## config.mk

```make
export PLATFORM = sky130hd
export DESIGN_NAME = ultrasonic_multi_sensor_ranger_core
export DESIGN_NICKNAME = d
export VERILOG_FILES = /design/src/rtl/umsr_pkg.sv /design/src/rtl/ultrasonic_multi_sensor_ranger_core.sv /design/src/rtl/umsr_front.sv /design/src/rtl/umsr_div.sv /design/src/rtl/umsr_back.sv
export SDC_FILE = /design/constraint.sdc
export NUM_CORES = 1
export LEC_CHECK = 0
export BUFFER_PORTS_ARGS = -buffer_cell sky130_fd_sc_hd__buf_2
export CAP_MARGIN = 10
export CELL_PAD_IN_SITES_DETAIL_PLACEMENT = 0
export CELL_PAD_IN_SITES_GLOBAL_PLACEMENT = 1
export CORE_ASPECT_RATIO = 0.5
export CORE_MARGIN = 2
export CORE_UTILIZATION = 36
export CTS_CLUSTER_SIZE = 16
export DETAILED_ROUTE_END_ITERATION = 12
export GPL_TIMING_DRIVEN = 0
export HOLD_SLACK_MARGIN = 0.12
export PLACE_DENSITY_LB_ADDON = 0.1
export SYNTH_ARGS = -nofsm -noshare
export SYNTH_HDL_FRONTEND = slang
export SYNTH_HIERARCHICAL = 1
export SYNTH_SLANG_ARGS = --single-unit
```

## constraint.sdc

```tcl
create_clock -name clk -period 11.82 [get_ports clk]
set_clock_uncertainty 0.2 [all_clocks]
set_input_delay 1.773 -clock clk [delete_from_list [all_inputs] [get_ports clk]]
set_output_delay 1.773 -clock clk [all_outputs]
set_load 0.005 [all_outputs]
```

## src/rtl/umsr_pkg.sv

```systemverilog
// shared types, constants and helpers for the ultrasonic ranger
`default_nettype none

package umsr_pkg;

  // sensor and timer sizing
  localparam int NUM_SENSORS = 8;
  localparam int SENS_W      = (NUM_SENSORS > 1) ? $clog2(NUM_SENSORS) : 1;
  localparam int TIMER_BITS  = 20;
  localparam int CNT_W       = $clog2(TIMER_BITS + 1);

  // fixed field widths
  localparam int MASK_W  = 8;
  localparam int CFG_W   = 20;
  localparam int SHORT_W = 8;
  localparam int DIST_W  = 16;
  localparam int SIDX_W  = 3;
  localparam int IDX_W   = 3;
  localparam int CMP_W   = TIMER_BITS + CFG_W;

  // input queue between front and back
  localparam int QDEPTH = 4;
  localparam int QPTR_W = $clog2(QDEPTH);

  typedef logic [TIMER_BITS-1:0] timer_t;

  localparam timer_t CNT_MAX = {TIMER_BITS{1'b1}};
  localparam logic [DIST_W-1:0] DIST_MAX = {DIST_W{1'b1}};

  // register reset values
  localparam logic [MASK_W-1:0]  RST_ACTIVE_MASK  = '0;
  localparam logic [CFG_W-1:0]   RST_MAX_ECHO     = CFG_W'(30000);
  localparam logic [SHORT_W-1:0] RST_TICKS_PER_CM = SHORT_W'(58);
  localparam logic [CFG_W-1:0]   RST_PAUSE        = '0;
  localparam logic [CFG_W-1:0]   RST_IDLE_CHECK   = CFG_W'(25000);
  localparam logic [SHORT_W-1:0] RST_TRIGGER      = SHORT_W'(10);

  // ranging phase
  typedef enum logic [2:0] {
    PH_IDLE,
    PH_WAIT,
    PH_TRIG,
    PH_RISE,
    PH_HIGH
  } phase_t;

  // back end sequencer
  typedef enum logic {
    EX_READY,
    EX_DIV
  } exec_t;

  // configuration register indexes
  typedef enum logic [IDX_W-1:0] {
    REG_ACTIVE_MASK  = 3'd0,
    REG_MAX_ECHO     = 3'd1,
    REG_TICKS_PER_CM = 3'd2,
    REG_PAUSE        = 3'd3,
    REG_IDLE_CHECK   = 3'd4,
    REG_TRIGGER      = 3'd5
  } reg_idx_t;

  // one result beat
  typedef struct packed {
    logic [MASK_W-1:0] trigger_mask;
    logic              valid;
    logic [SIDX_W-1:0] sensor;
    logic [DIST_W-1:0] distance;
    logic              timeout;
    logic              busy;
  } result_t;

  // divider request and response
  typedef struct packed {
    logic               start;
    timer_t             dividend;
    logic [SHORT_W-1:0] divisor;
  } div_req_t;

  typedef struct packed {
    logic   done;
    timer_t quotient;
  } div_rsp_t;

  // load a wait value into the timer, saturated to its maximum
  function automatic timer_t sat_load(input logic [CFG_W-1:0] v);
    logic [CMP_W-1:0] wide;
    wide = CMP_W'(v);
    if (wide > CMP_W'(CNT_MAX)) begin
      return CNT_MAX;
    end
    return timer_t'(wide);
  endfunction

endpackage

`default_nettype wire

```

## src/rtl/ultrasonic_multi_sensor_ranger_core.sv

```systemverilog
// Round-robin ultrasonic ranger: one echo beat in, one result beat out per tick.
// Each echo beat passes through the input queue and is registered into the output slot; a tick
// that ends a good echo first waits for a TIMER_BITS-step divider that forms the distance.
// The single output slot must be popped before the next tick steps, and a tick that needs
// the divider holds the next tick off until the quotient is done.
// Reset (rst, synchronous): queues empty, registers at defaults, ranging idle.
`default_nettype none

module ultrasonic_multi_sensor_ranger_core
  import umsr_pkg::*;
(
  input  wire logic               clk,
  input  wire logic               rst,
  input  wire logic               cfg_write,
  input  wire logic [IDX_W-1:0]   cfg_index,
  input  wire logic [CFG_W-1:0]   cfg_data,
  input  wire logic               push,
  output logic                    full,
  input  wire logic [MASK_W-1:0]  echo_levels,
  output logic                    empty,
  input  wire logic               pop,
  output logic [MASK_W-1:0]       trigger_mask,
  output logic                    result_valid,
  output logic [SIDX_W-1:0]       result_sensor,
  output logic [DIST_W-1:0]       result_distance,
  output logic                    result_timeout,
  output logic                    busy_res
);

  logic              q_valid;
  logic [MASK_W-1:0] q_data;
  logic              q_pop;
  div_req_t          div_req;
  div_rsp_t          div_rsp;
  result_t           out_res;

  // input queue
  umsr_front u_front (
    .clk         (clk),
    .rst         (rst),
    .push        (push),
    .echo_levels (echo_levels),
    .full        (full),
    .q_valid     (q_valid),
    .q_data      (q_data),
    .q_pop       (q_pop)
  );

  // distance divider
  umsr_div u_div (
    .clk (clk),
    .rst (rst),
    .req (div_req),
    .rsp (div_rsp)
  );

  // ranging sequencer
  umsr_back u_back (
    .clk       (clk),
    .rst       (rst),
    .cfg_write (cfg_write),
    .cfg_index (cfg_index),
    .cfg_data  (cfg_data),
    .q_valid   (q_valid),
    .q_data    (q_data),
    .q_pop     (q_pop),
    .div_req   (div_req),
    .div_rsp   (div_rsp),
    .pop       (pop),
    .empty     (empty),
    .out_res   (out_res)
  );

  // result fields
  assign trigger_mask    = out_res.trigger_mask;
  assign result_valid    = out_res.valid;
  assign result_sensor   = out_res.sensor;
  assign result_distance = out_res.distance;
  assign result_timeout  = out_res.timeout;
  assign busy_res        = out_res.busy;

endmodule

`default_nettype wire

```

## src/rtl/umsr_front.sv

```systemverilog
// input queue: accepts echo beats and holds them for the back end
`default_nettype none

module umsr_front
  import umsr_pkg::*;
(
  input  wire logic              clk,
  input  wire logic              rst,
  input  wire logic              push,
  input  wire logic [MASK_W-1:0] echo_levels,
  output logic                   full,
  output logic                   q_valid,
  output logic [MASK_W-1:0]      q_data,
  input  wire logic              q_pop
);

  logic [MASK_W-1:0] mem [QDEPTH];
  logic [QPTR_W-1:0] wr_ptr;
  logic [QPTR_W-1:0] rd_ptr;
  logic [QPTR_W:0]   count;
  logic              do_push;
  logic              do_pop;

  // handshake
  assign full    = (count == (QPTR_W + 1)'(QDEPTH));
  assign q_valid = (count != '0);
  assign do_push = push && !full;
  assign do_pop  = q_pop && q_valid;
  assign q_data  = mem[rd_ptr];

  // storage
  always_ff @(posedge clk) begin
    if (do_push) begin
      mem[wr_ptr] <= echo_levels;
    end
  end

  // pointers and fill count
  always_ff @(posedge clk) begin
    if (rst) begin
      wr_ptr <= '0;
      rd_ptr <= '0;
      count  <= '0;
    end else begin
      if (do_push) begin
        wr_ptr <= wr_ptr + 1'b1;
      end
      if (do_pop) begin
        rd_ptr <= rd_ptr + 1'b1;
      end
      if (do_push && !do_pop) begin
        count <= count + 1'b1;
      end else if (do_pop && !do_push) begin
        count <= count - 1'b1;
      end
    end
  end

endmodule

`default_nettype wire

```

## src/rtl/umsr_div.sv

```systemverilog
// restoring divider, one quotient bit per cycle
`default_nettype none

module umsr_div
  import umsr_pkg::*;
(
  input  wire logic     clk,
  input  wire logic     rst,
  input  wire div_req_t req,
  output div_rsp_t      rsp
);

  timer_t             quo;
  logic [SHORT_W-1:0] rem;
  logic [SHORT_W-1:0] divisor;
  logic [CNT_W-1:0]   cnt;
  logic               running;
  logic               done;
  logic [SHORT_W:0]   rem_sh;
  logic               fits;

  // one restoring step
  assign rem_sh = {rem, quo[TIMER_BITS-1]};
  assign fits   = (rem_sh >= {1'b0, divisor});

  // datapath
  always_ff @(posedge clk) begin
    if (req.start) begin
      quo     <= req.dividend;
      rem     <= '0;
      divisor <= req.divisor;
    end else if (running) begin
      quo <= {quo[TIMER_BITS-2:0], fits};
      rem <= fits ? SHORT_W'(rem_sh - {1'b0, divisor}) : SHORT_W'(rem_sh);
    end
  end

  // step control
  always_ff @(posedge clk) begin
    if (rst) begin
      running <= 1'b0;
      done    <= 1'b0;
      cnt     <= '0;
    end else begin
      done <= 1'b0;
      if (req.start) begin
        running <= 1'b1;
        cnt     <= CNT_W'(TIMER_BITS);
      end else if (running) begin
        cnt <= cnt - 1'b1;
        if (cnt == CNT_W'(1)) begin
          running <= 1'b0;
          done    <= 1'b1;
        end
      end
    end
  end

  assign rsp.done     = done;
  assign rsp.quotient = quo;

endmodule

`default_nettype wire

```

## src/rtl/umsr_back.sv

```systemverilog
// ranging sequencer: steps one tick per beat, divides and holds the result
`default_nettype none

module umsr_back
  import umsr_pkg::*;
(
  input  wire logic               clk,
  input  wire logic               rst,
  input  wire logic               cfg_write,
  input  wire logic [IDX_W-1:0]   cfg_index,
  input  wire logic [CFG_W-1:0]   cfg_data,
  input  wire logic               q_valid,
  input  wire logic [MASK_W-1:0]  q_data,
  output logic                    q_pop,
  output div_req_t                div_req,
  input  wire div_rsp_t           div_rsp,
  input  wire logic               pop,
  output logic                    empty,
  output result_t                 out_res
);

  // configuration
  logic [MASK_W-1:0]  active_mask;
  logic [CFG_W-1:0]   max_echo_us;
  logic [SHORT_W-1:0] ticks_per_cm;
  logic [CFG_W-1:0]   pause_us;
  logic [CFG_W-1:0]   idle_check_us;
  logic [SHORT_W-1:0] trigger_us;

  // ranging state
  phase_t             phase;
  logic [SENS_W-1:0]  current_sensor;
  timer_t             interval_counter;
  logic [SHORT_W-1:0] pulse_counter;
  logic [MASK_W-1:0]  previous_echo;

  // sequencer and output slot
  exec_t   ex;
  exec_t   ex_next;
  logic    out_full;
  result_t pend;
  result_t div_res;

  // step results
  phase_t             phase_next;
  logic [SENS_W-1:0]  current_sensor_next;
  timer_t             interval_counter_next;
  logic [SHORT_W-1:0] pulse_counter_next;
  result_t            step_res;
  logic               need_div;
  logic               do_scan;
  logic               step_fire;
  logic               out_load;
  logic               div_start;

  // helpers
  logic [MASK_W-1:0]  ready_vec;
  logic               scan_found;
  logic [SENS_W-1:0]  scan_idx;
  logic               cur_echo;
  logic               prev_echo_bit;
  timer_t             cnt_inc;
  logic               cnt_hit;
  logic [SHORT_W-1:0] trig_len;
  timer_t             idle_load;
  logic               cfg_drop;

  assign cur_echo      = q_data[current_sensor];
  assign prev_echo_bit = previous_echo[current_sensor];
  assign cnt_inc       = (interval_counter != CNT_MAX) ? interval_counter + 1'b1 : CNT_MAX;
  assign cnt_hit       = (CMP_W'(cnt_inc) >= CMP_W'(max_echo_us));
  assign trig_len      = (trigger_us == '0) ? SHORT_W'(1) : trigger_us;
  assign idle_load     = sat_load((idle_check_us == '0) ? CFG_W'(1) : idle_check_us);
  assign ready_vec     = active_mask & ~q_data;

  // round-robin search from the sensor after the current one
  always_comb begin
    logic [SENS_W:0] pos;
    scan_found = 1'b0;
    scan_idx   = '0;
    for (int k = NUM_SENSORS; k >= 1; k--) begin
      pos = (SENS_W + 1)'(current_sensor) + (SENS_W + 1)'(k);
      if (pos >= (SENS_W + 1)'(NUM_SENSORS)) begin
        pos = pos - (SENS_W + 1)'(NUM_SENSORS);
      end
      if (ready_vec[SENS_W'(pos)]) begin
        scan_found = 1'b1;
        scan_idx   = SENS_W'(pos);
      end
    end
  end

  // one tick of the ranging phase machine
  always_comb begin
    phase_next            = phase;
    current_sensor_next   = current_sensor;
    interval_counter_next = interval_counter;
    pulse_counter_next    = pulse_counter;
    step_res              = '0;
    need_div              = 1'b0;
    do_scan               = 1'b0;

    unique case (phase)
      PH_WAIT: begin
        if (interval_counter > timer_t'(1)) begin
          interval_counter_next = interval_counter - 1'b1;
        end else begin
          do_scan = 1'b1;
        end
      end
      PH_TRIG: begin
        if (pulse_counter < trig_len) begin
          pulse_counter_next    = pulse_counter + 1'b1;
          step_res.trigger_mask = MASK_W'(1) << current_sensor;
        end else begin
          phase_next            = PH_RISE;
          interval_counter_next = '0;
        end
      end
      PH_RISE: begin
        interval_counter_next = cnt_inc;
        if (cur_echo && !prev_echo_bit) begin
          phase_next            = PH_HIGH;
          interval_counter_next = '0;
        end else if (cnt_hit) begin
          step_res.valid   = 1'b1;
          step_res.sensor  = SIDX_W'(current_sensor);
          step_res.timeout = 1'b1;
          do_scan          = 1'b1;
        end
      end
      PH_HIGH: begin
        interval_counter_next = cnt_inc;
        if (!cur_echo && prev_echo_bit) begin
          step_res.valid  = 1'b1;
          step_res.sensor = SIDX_W'(current_sensor);
          if (ticks_per_cm == '0) begin
            step_res.distance = DIST_MAX;
          end else begin
            need_div = 1'b1;
          end
          if (pause_us != '0) begin
            phase_next            = PH_WAIT;
            interval_counter_next = sat_load(pause_us);
          end else begin
            do_scan = 1'b1;
          end
        end else if (cnt_hit) begin
          step_res.valid   = 1'b1;
          step_res.sensor  = SIDX_W'(current_sensor);
          step_res.timeout = 1'b1;
          do_scan          = 1'b1;
        end
      end
      default: begin
        do_scan = 1'b1;
      end
    endcase

    // start the next sensor or fall back to the idle-check wait
    if (do_scan) begin
      if (scan_found) begin
        current_sensor_next   = scan_idx;
        phase_next            = PH_TRIG;
        pulse_counter_next    = SHORT_W'(1);
        step_res.trigger_mask = MASK_W'(1) << scan_idx;
      end else begin
        phase_next            = PH_WAIT;
        interval_counter_next = idle_load;
      end
    end

    step_res.busy = (phase_next == PH_TRIG) || (phase_next == PH_RISE) ||
                    (phase_next == PH_HIGH);
  end

  // sequencer next state
  always_comb begin
    ex_next = ex;
    unique case (ex)
      EX_READY: begin
        if (step_fire && need_div) begin
          ex_next = EX_DIV;
        end
      end
      EX_DIV: begin
        if (div_rsp.done) begin
          ex_next = EX_READY;
        end
      end
      default: ex_next = EX_READY;
    endcase
  end

  // sequencer outputs
  always_comb begin
    step_fire = 1'b0;
    out_load  = 1'b0;
    div_start = 1'b0;
    unique case (ex)
      EX_READY: begin
        step_fire = q_valid && !out_full;
        out_load  = step_fire && !need_div;
        div_start = step_fire && need_div;
      end
      EX_DIV: begin
        out_load = div_rsp.done;
      end
      default: ;
    endcase
  end

  assign q_pop            = step_fire;
  assign div_req.start    = div_start;
  assign div_req.dividend = cnt_inc;
  assign div_req.divisor  = ticks_per_cm;
  assign empty            = !out_full;

  // current sensor drops out of the mask while ranging
  assign cfg_drop = !cfg_data[current_sensor] &&
                    ((phase == PH_TRIG) || (phase == PH_RISE) || (phase == PH_HIGH));

  // configuration registers
  always_ff @(posedge clk) begin
    if (rst) begin
      active_mask   <= RST_ACTIVE_MASK;
      max_echo_us   <= RST_MAX_ECHO;
      ticks_per_cm  <= RST_TICKS_PER_CM;
      pause_us      <= RST_PAUSE;
      idle_check_us <= RST_IDLE_CHECK;
      trigger_us    <= RST_TRIGGER;
    end else if (cfg_write) begin
      unique case (cfg_index)
        REG_ACTIVE_MASK:  active_mask   <= MASK_W'(cfg_data);
        REG_MAX_ECHO:     max_echo_us   <= cfg_data;
        REG_TICKS_PER_CM: ticks_per_cm  <= SHORT_W'(cfg_data);
        REG_PAUSE:        pause_us      <= cfg_data;
        REG_IDLE_CHECK:   idle_check_us <= cfg_data;
        REG_TRIGGER:      trigger_us    <= SHORT_W'(cfg_data);
        default: ;
      endcase
    end
  end

  // ranging state
  always_ff @(posedge clk) begin
    if (rst) begin
      phase            <= PH_IDLE;
      current_sensor   <= SENS_W'(NUM_SENSORS - 1);
      interval_counter <= '0;
      pulse_counter    <= '0;
      previous_echo    <= '0;
    end else if (cfg_write && (cfg_index == REG_ACTIVE_MASK)) begin
      if (cfg_drop) begin
        phase            <= PH_WAIT;
        interval_counter <= idle_load;
      end
    end else if (step_fire) begin
      phase            <= phase_next;
      current_sensor   <= current_sensor_next;
      interval_counter <= interval_counter_next;
      pulse_counter    <= pulse_counter_next;
      previous_echo    <= q_data;
    end
  end

  // sequencer state and output slot control
  always_ff @(posedge clk) begin
    if (rst) begin
      ex       <= EX_READY;
      out_full <= 1'b0;
    end else begin
      ex <= ex_next;
      if (out_load) begin
        out_full <= 1'b1;
      end else if (pop && out_full) begin
        out_full <= 1'b0;
      end
    end
  end

  // result held while the quotient is worked out
  always_ff @(posedge clk) begin
    if (div_start) begin
      pend <= step_res;
    end
  end

  // held result with the saturated quotient as distance
  always_comb begin
    div_res          = pend;
    div_res.distance = (div_rsp.quotient > timer_t'(DIST_MAX)) ?
                       DIST_MAX : DIST_W'(div_rsp.quotient);
  end

  // output slot payload
  always_ff @(posedge clk) begin
    if (out_load) begin
      if (ex == EX_DIV) begin
        out_res <= div_res;
      end else begin
        out_res <= step_res;
      end
    end
  end

endmodule

`default_nettype wire

```

## After elaboration in Yosys (flattened, before gate mapping)

Memories as Yosys holds them, arrays and structs flattened. A register that Yosys moved wholly into a read port is not among the register bits.
Index checks and enable logic that the tools add are counted.

- Logic and storage cells: 273
- RAM bits: 32
- Memories: 1
- Output and inout port bits: 32
- Memory bits (read-only): 0
- Latch bits: 0
- Bits in registers: 222

- Multiply operators: 0
- Shift operators: 2
- Div/mod/pow operators: 0
- Equality and inequality tests: 16
- Add/sub/neg operators: 25
- Multiplexer cells: 121
- Order comparisons: 23
- Reductions and logical operators: 46
- Bitwise operators: 5

Memories:

| memory | words | width | read ports | clocked after Yosys merged registers in | wr ports | RTL line | text |
|---|---|---|---|---|---|---|---|
| u_front.mem | 4 | 8 | 1 | 1 | 1 | umsr_front.sv:17 | `logic [MASK_W-1:0] mem [QDEPTH];` |

Operator list:

| operator | count |
|---|---|
| 2-to-1 mux 20 bit | 14 |
| 2-to-1 mux 8 bit | 10 |
| case mux 20 bit (4 select lines) | 1 |
| 2-to-1 mux 3 bit | 26 |
| 2-to-1 mux 16 bit | 4 |
| 2-to-1 mux 1 bit | 40 |
| less-than comparator 3 x 4 -> 1 bit (second input constant) | 9 |
| binary-select mux 1 bit (select 3 bit) | 11 |
| greater-or-equal comparator 4 bit (second input constant) | 8 |
| 2-to-1 mux 30 bit | 1 |
| subtractor 3 x 1 -> 3 bit (second input constant) | 9 |
| adder 20 x 1 -> 20 bit (second input constant) | 1 |
| greater-or-equal comparator 20 bit | 1 |
| > comparator 20 x 1 -> 1 bit (second input constant) | 1 |
| > comparator 20 x 16 -> 1 bit (second input constant) | 1 |
| zero test 20 bit | 1 |
| inequality test 20 bit (second input constant) | 1 |
| nonzero test 20 bit | 1 |
| subtractor 20 x 1 -> 20 bit (second input constant) | 1 |
| equality test 3 x 2 -> 1 bit (second input constant) | 6 |
| adder 3 x 3 -> 4 bit (second input constant) | 4 |
| zero test 8 bit | 2 |
| AND reduction 2 bit | 8 |
| << shifter 1 x 3 -> 8 bit (first input constant) | 2 |
| 34 further kinds | 75 |

## Depth between registers and ports, before layout

- Word-level depth: 19
- Mapped depth: 21
- Mapped depth without buffers: 16

## Cells and area by module

Netlist, hierarchy kept.

By module, submodules not included:

| module | instances | sequential area each (um^2) | area an instance (um^2) | cells an instance |
|---|---|---|---|---|
| umsr_back | 1 | 3883.7 | 10249.8 | 1218 |
| umsr_div | 1 | 1141.1 | 2168.3 | 184 |
| umsr_front | 1 | 1141.1 | 1621.6 | 90 |

## Least setup slack after synthesis

OpenSTA, ideal clock, no wires.

- Kind: register to register
- Start: register with a tool-made name
- End: register u_div.quo[0] (enable)
- Period minus slack after synthesis: 5.113 ns
- Buffers on the path: 4
- Stages on the path, launching flop included: 14
- Slack: 6.707 ns
- Data arrival time: 4.538 ns
- Cell sequence: dfxtp_1 buf_2 mux4_2 nand2b_1 mux4_2 o221a_2 nor2_1 clkbuf_1 nand2_1 nor2_1 buf_4 buf_1 nor2_1 inv_1

RTL lines:

| what | RTL line | text |
|---|---|---|
| end signal, assigned | umsr_div.sv:29 | `quo <= req.dividend;` |
| end signal, assigned | umsr_div.sv:33 | `quo <= {quo[TIMER_BITS-2:0], fits};` |
| end, declared | umsr_div.sv:13 | `timer_t quo;` |

==> impl_metrics.ini <==
[run_status]
status = complete, no violations

[clock_tree]
post_cts_resized = 0
clk_pin_slew_ns = 0.07
clock_sinks = 256
clockRootBuffer = clkbuf_16
htreeDepth = 1
cts_hold_repair.buffers = 0
clk_latency_ns = 0.56
cts_tree = done
cts_inserted_buffers = 27
postCtsSetupRepairBufs = 0
clock_path_buffers = 3

[cells_and_area]
drive_gt1_share_pct = 13.9
nets = 1681
n_antenna_cell = 0
nFillCells = 3920
area_delta_synth_final_pct = 13.6
final_cells = 2140

[synth]
synth_area_leaders = edfxtp_1 22%, dfxtp_1 22%, nand2_1 6.7%
syn-cell-area_mm2 = 0.0140
netlist.top_cell.by_area = edfxtp_1
synth_cells = 1492
synth_cell_types = 89
yosysTopAreaCellShare_pct = 22.2
synth_seq_cells = 256
synth_ff_type = dfxtp_1
avgSynthCellArea_um2 = 9.41
ys_seq_area_share_pct = 43.9
synth-edff-count = 104
ys_async_sr_fraction_pct = 0
synthesis.nets = 1583
yosysWarnings = 6

[place]
dpl.hpwl_um = 34100
portBuffers = 67
place_congestion = 0.930
placedCellCount = 2091

[grt]
grt_antenna_before_repair = 0
grt-ovfl-total = 0
grt_use_total_pct = 22.4
grt_pass1_wl_um = 69500
grt_start_max_net_pins = 21
grt_pass1_vias = 11400

[critical_path]
critPathKind = reg2reg
cp_common_cell = clkbuf_1
reg2reg_depth = 18
required_ns = 12.02
cp_num_buf_inv = 3
rr_endpoint = u_back/interval_counter[19]$_SDFFE_PP0P_
start_kind = register
worstPathCellList = clkbuf_1, nand3_1, nor2_1, nand4_1, or3_1, clkbuf_1, clkbuf_1, nand2_1, ha_1, and4_1, nor3b_1, a22oi_1, a211oi_1, o2bb2ai_1, a21oi_4, nor3_1, o21ai_1, o32ai_1
cp_slowest_cell = a211oi_1
rr_startpoint = u_back/interval_counter[6]$_SDFFE_PP0P_
path_max_fanout = 10
cp-end-kind = register
critical-path-max-stage-delay_ns = 0.91
cpLargestDelayFamily = compound AO/OA/AOI/OAI gates
cp.arrival_ns = 6.64
ff2ff_setup_slack_ns = 5.38

[sta]
tightest_slew_ns = 1.23
rsz0062_at_grt = no
hold_viol = 0
drv_slew = 0
fmaxAchievable_mhz = 155
min_period_over_period_pct = 54.5
setup_viol = 0
tns_ns = 0
layout_min_cycle_time_ns = 6.44
slew_headroom_pct = 17.5

[drt]
wl_per_cell_um = 21.4
first_iter_violations = 928
wl_met2_um = 20900
vias = 11800
ant_nets = 0
first_pass_iters = 5
top_layer = met4
dr_wl_met3_um = 2330
drc = 0
wirelength_um = 45800
vias_per_cell = 5.53
wl_met1_um = 21600

[die]
dieWidth_um = 283
fp.dieH_um = 144
start_util_pct = 36.3
io_pins = 68
dieArea_mm2 = 0.0407
rows = 51
coreArea_mm2 = 0.0387

[flow_run]
maxCapViolCount = 0

[pwr]
p_per_area_mw_per_mm2 = 203
vdd_drop_max_mv = 0.108
p_leak_uw = 0.00594

[min_path]
hold_start = u_back/max_echo_us[6]$_SDFFE_PP0P_
whs_path_depth = 2
hold-path-endpoint = u_back/max_echo_us[6]$_SDFFE_PP0P_
hp-class = reg2reg
## kinds of logic after synthesis
group | Yosys count | share of synthesized area (%)
buffers and inverters | 163 | 4.73
adders and majority gates | 55 | 5.01
muxes | 102 | 10.2
and+or+nand+nor | 561 | 19.0
AOI/OAI and AO/OA | 319 | 14.8
xor gates and xnor gates | 36 | 2.30
DFF | 256 | 43.9
## flip-flops by register name (all words and copies together), names as in the netlist, 8 cells and up, named ones only
register and cells:
u_back/pause_us 20, u_back/max_echo_us 20, u_back/idle_check_us 20, u_back/active_mask 8, u_div/quo 20, u_back/div_res 14
u_back/out_res 30, u_back/previous_echo 8, u_back/ticks_per_cm 8, u_div/divisor 8, u_div/rem 8, u_back/pulse_counter 8
u_back/interval_counter 20, u_front/mem 32, u_back/trigger_us 8
## worst max-delay path by stage
stage	startpoint	end	slack, ns	cells after the start
finish	u_back/interval_counter[6]$_SDFFE_PP0P_	u_back/interval_counter[19]$_SDFFE_PP0P_	5.38	18
global route	u_back/interval_counter[6]$_SDFFE_PP0P_	u_back/interval_counter[19]$_SDFFE_PP0P_	5.02	18
CTS	register	u_div/quo[2]$_DFFE_PP_	5.58	13
detailed placement	u_back/interval_counter[6]$_SDFFE_PP0P_	u_back/interval_counter[19]$_SDFFE_PP0P_	5.59	18
global placement	register	u_div/quo[4]$_DFFE_PP_	4.73	13
floorplan	register	u_div/quo[0]$_DFFE_PP_	6.71	13
## placed cells by master, fill, tap and decap left out, drive strengths merged, types with 21 or more instances in the layout
cell type	count
mux2	38
buf	90
mux2i	35
nand2b	21
clkbuf	97
nor2	83
dfxtp	152
xnor2	21
nand2	251
o21ai	70
nor3	35
a21oi	102
edfxtp	104
nand3	50
inv	80
ha	53
mux4	29
nor4	22
## metrics by stage
step / utilization (%) / total power (uW) / instance area, um^2 / worst slack (ns) / hold WS, ns
global route: 41.3 / 3420 / 16000 / 5.02 / 0.284
global placement: 38.9 / 2350 / 15000 / 4.73 / 0.252
floorplan: - / 1970 / 14000 / 6.71 / 0.230
finish: 41.3 / 3230 / 16000 / 5.38 / 0.260
detailed placement: 39.0 / 2380 / 15100 / 5.59 / 0.253
CTS: 41.3 / 3250 / 16000 / 5.58 / 0.262
## cells in the mapped netlist, drive strengths merged (4+ instances only)
| library cell | number |
|---|---|
| a211oi | 9 |
| a21boi | 4 |
| a21o | 4 |
| a21oi | 102 |
| a221o | 5 |
| a221oi | 6 |
| a22oi | 12 |
| a31oi | 11 |
| a32o | 4 |
| a32oi | 6 |
| and2 | 13 |
| and3 | 11 |
| and4 | 4 |
| buf | 21 |
| clkbuf | 64 |
| dfxtp | 152 |
| edfxtp | 104 |
| ha | 53 |
| inv | 78 |
| mux2 | 38 |
| mux2i | 35 |
| mux4 | 29 |
| nand2 | 251 |
| nand2b | 21 |
| nand3 | 50 |
| nand4 | 8 |
| nor2 | 83 |
| nor2b | 18 |
| nor3 | 35 |
| nor3b | 11 |
| nor4 | 22 |
| o211ai | 20 |
| o21ai | 70 |
| o22ai | 11 |
| o31ai | 15 |
| o32ai | 5 |
| or2 | 8 |
| or3 | 12 |
| or4 | 5 |
| xnor2 | 21 |
| xor2 | 15 |
## per-layer routing
layer | up-vias | track usage (%)
li1 | 5615 | -
met1 | 5797 | 31.1
met2 | 353 | 37.3
met3 | 64 | 3.24
met4 | 0 | 5.24
met5 | - | 0
## cell type report
cell class	count	area, um^2	share of cell area [%]
repair buffers	69	378	2.37
clock inverters	16	140	0.879
well taps	530	663	4.16
flip-flops and latches	256	6170	38.7
inverters	78	295	1.85
clock buffers	33	728	4.57
multi-input cells	1073	7210	45.2
plain buffers	85	369	2.31
## tightest hold or removal path, cell delays in order (launching register included)
cell	delay (ns)
dfxtp_1	0.31
nand2_1	0.05
a21oi_1	0.05
## where the power goes
group / total (uW) / internal, uW / switching [uW]
clock network: 857 / 482 / 375
registers: 1120 / 1060 / 64.1
logic: 1250 / 471 / 783
total: 3230 / 2010 / 1220
No activity file was read; power rests on OpenSTA's default activity.
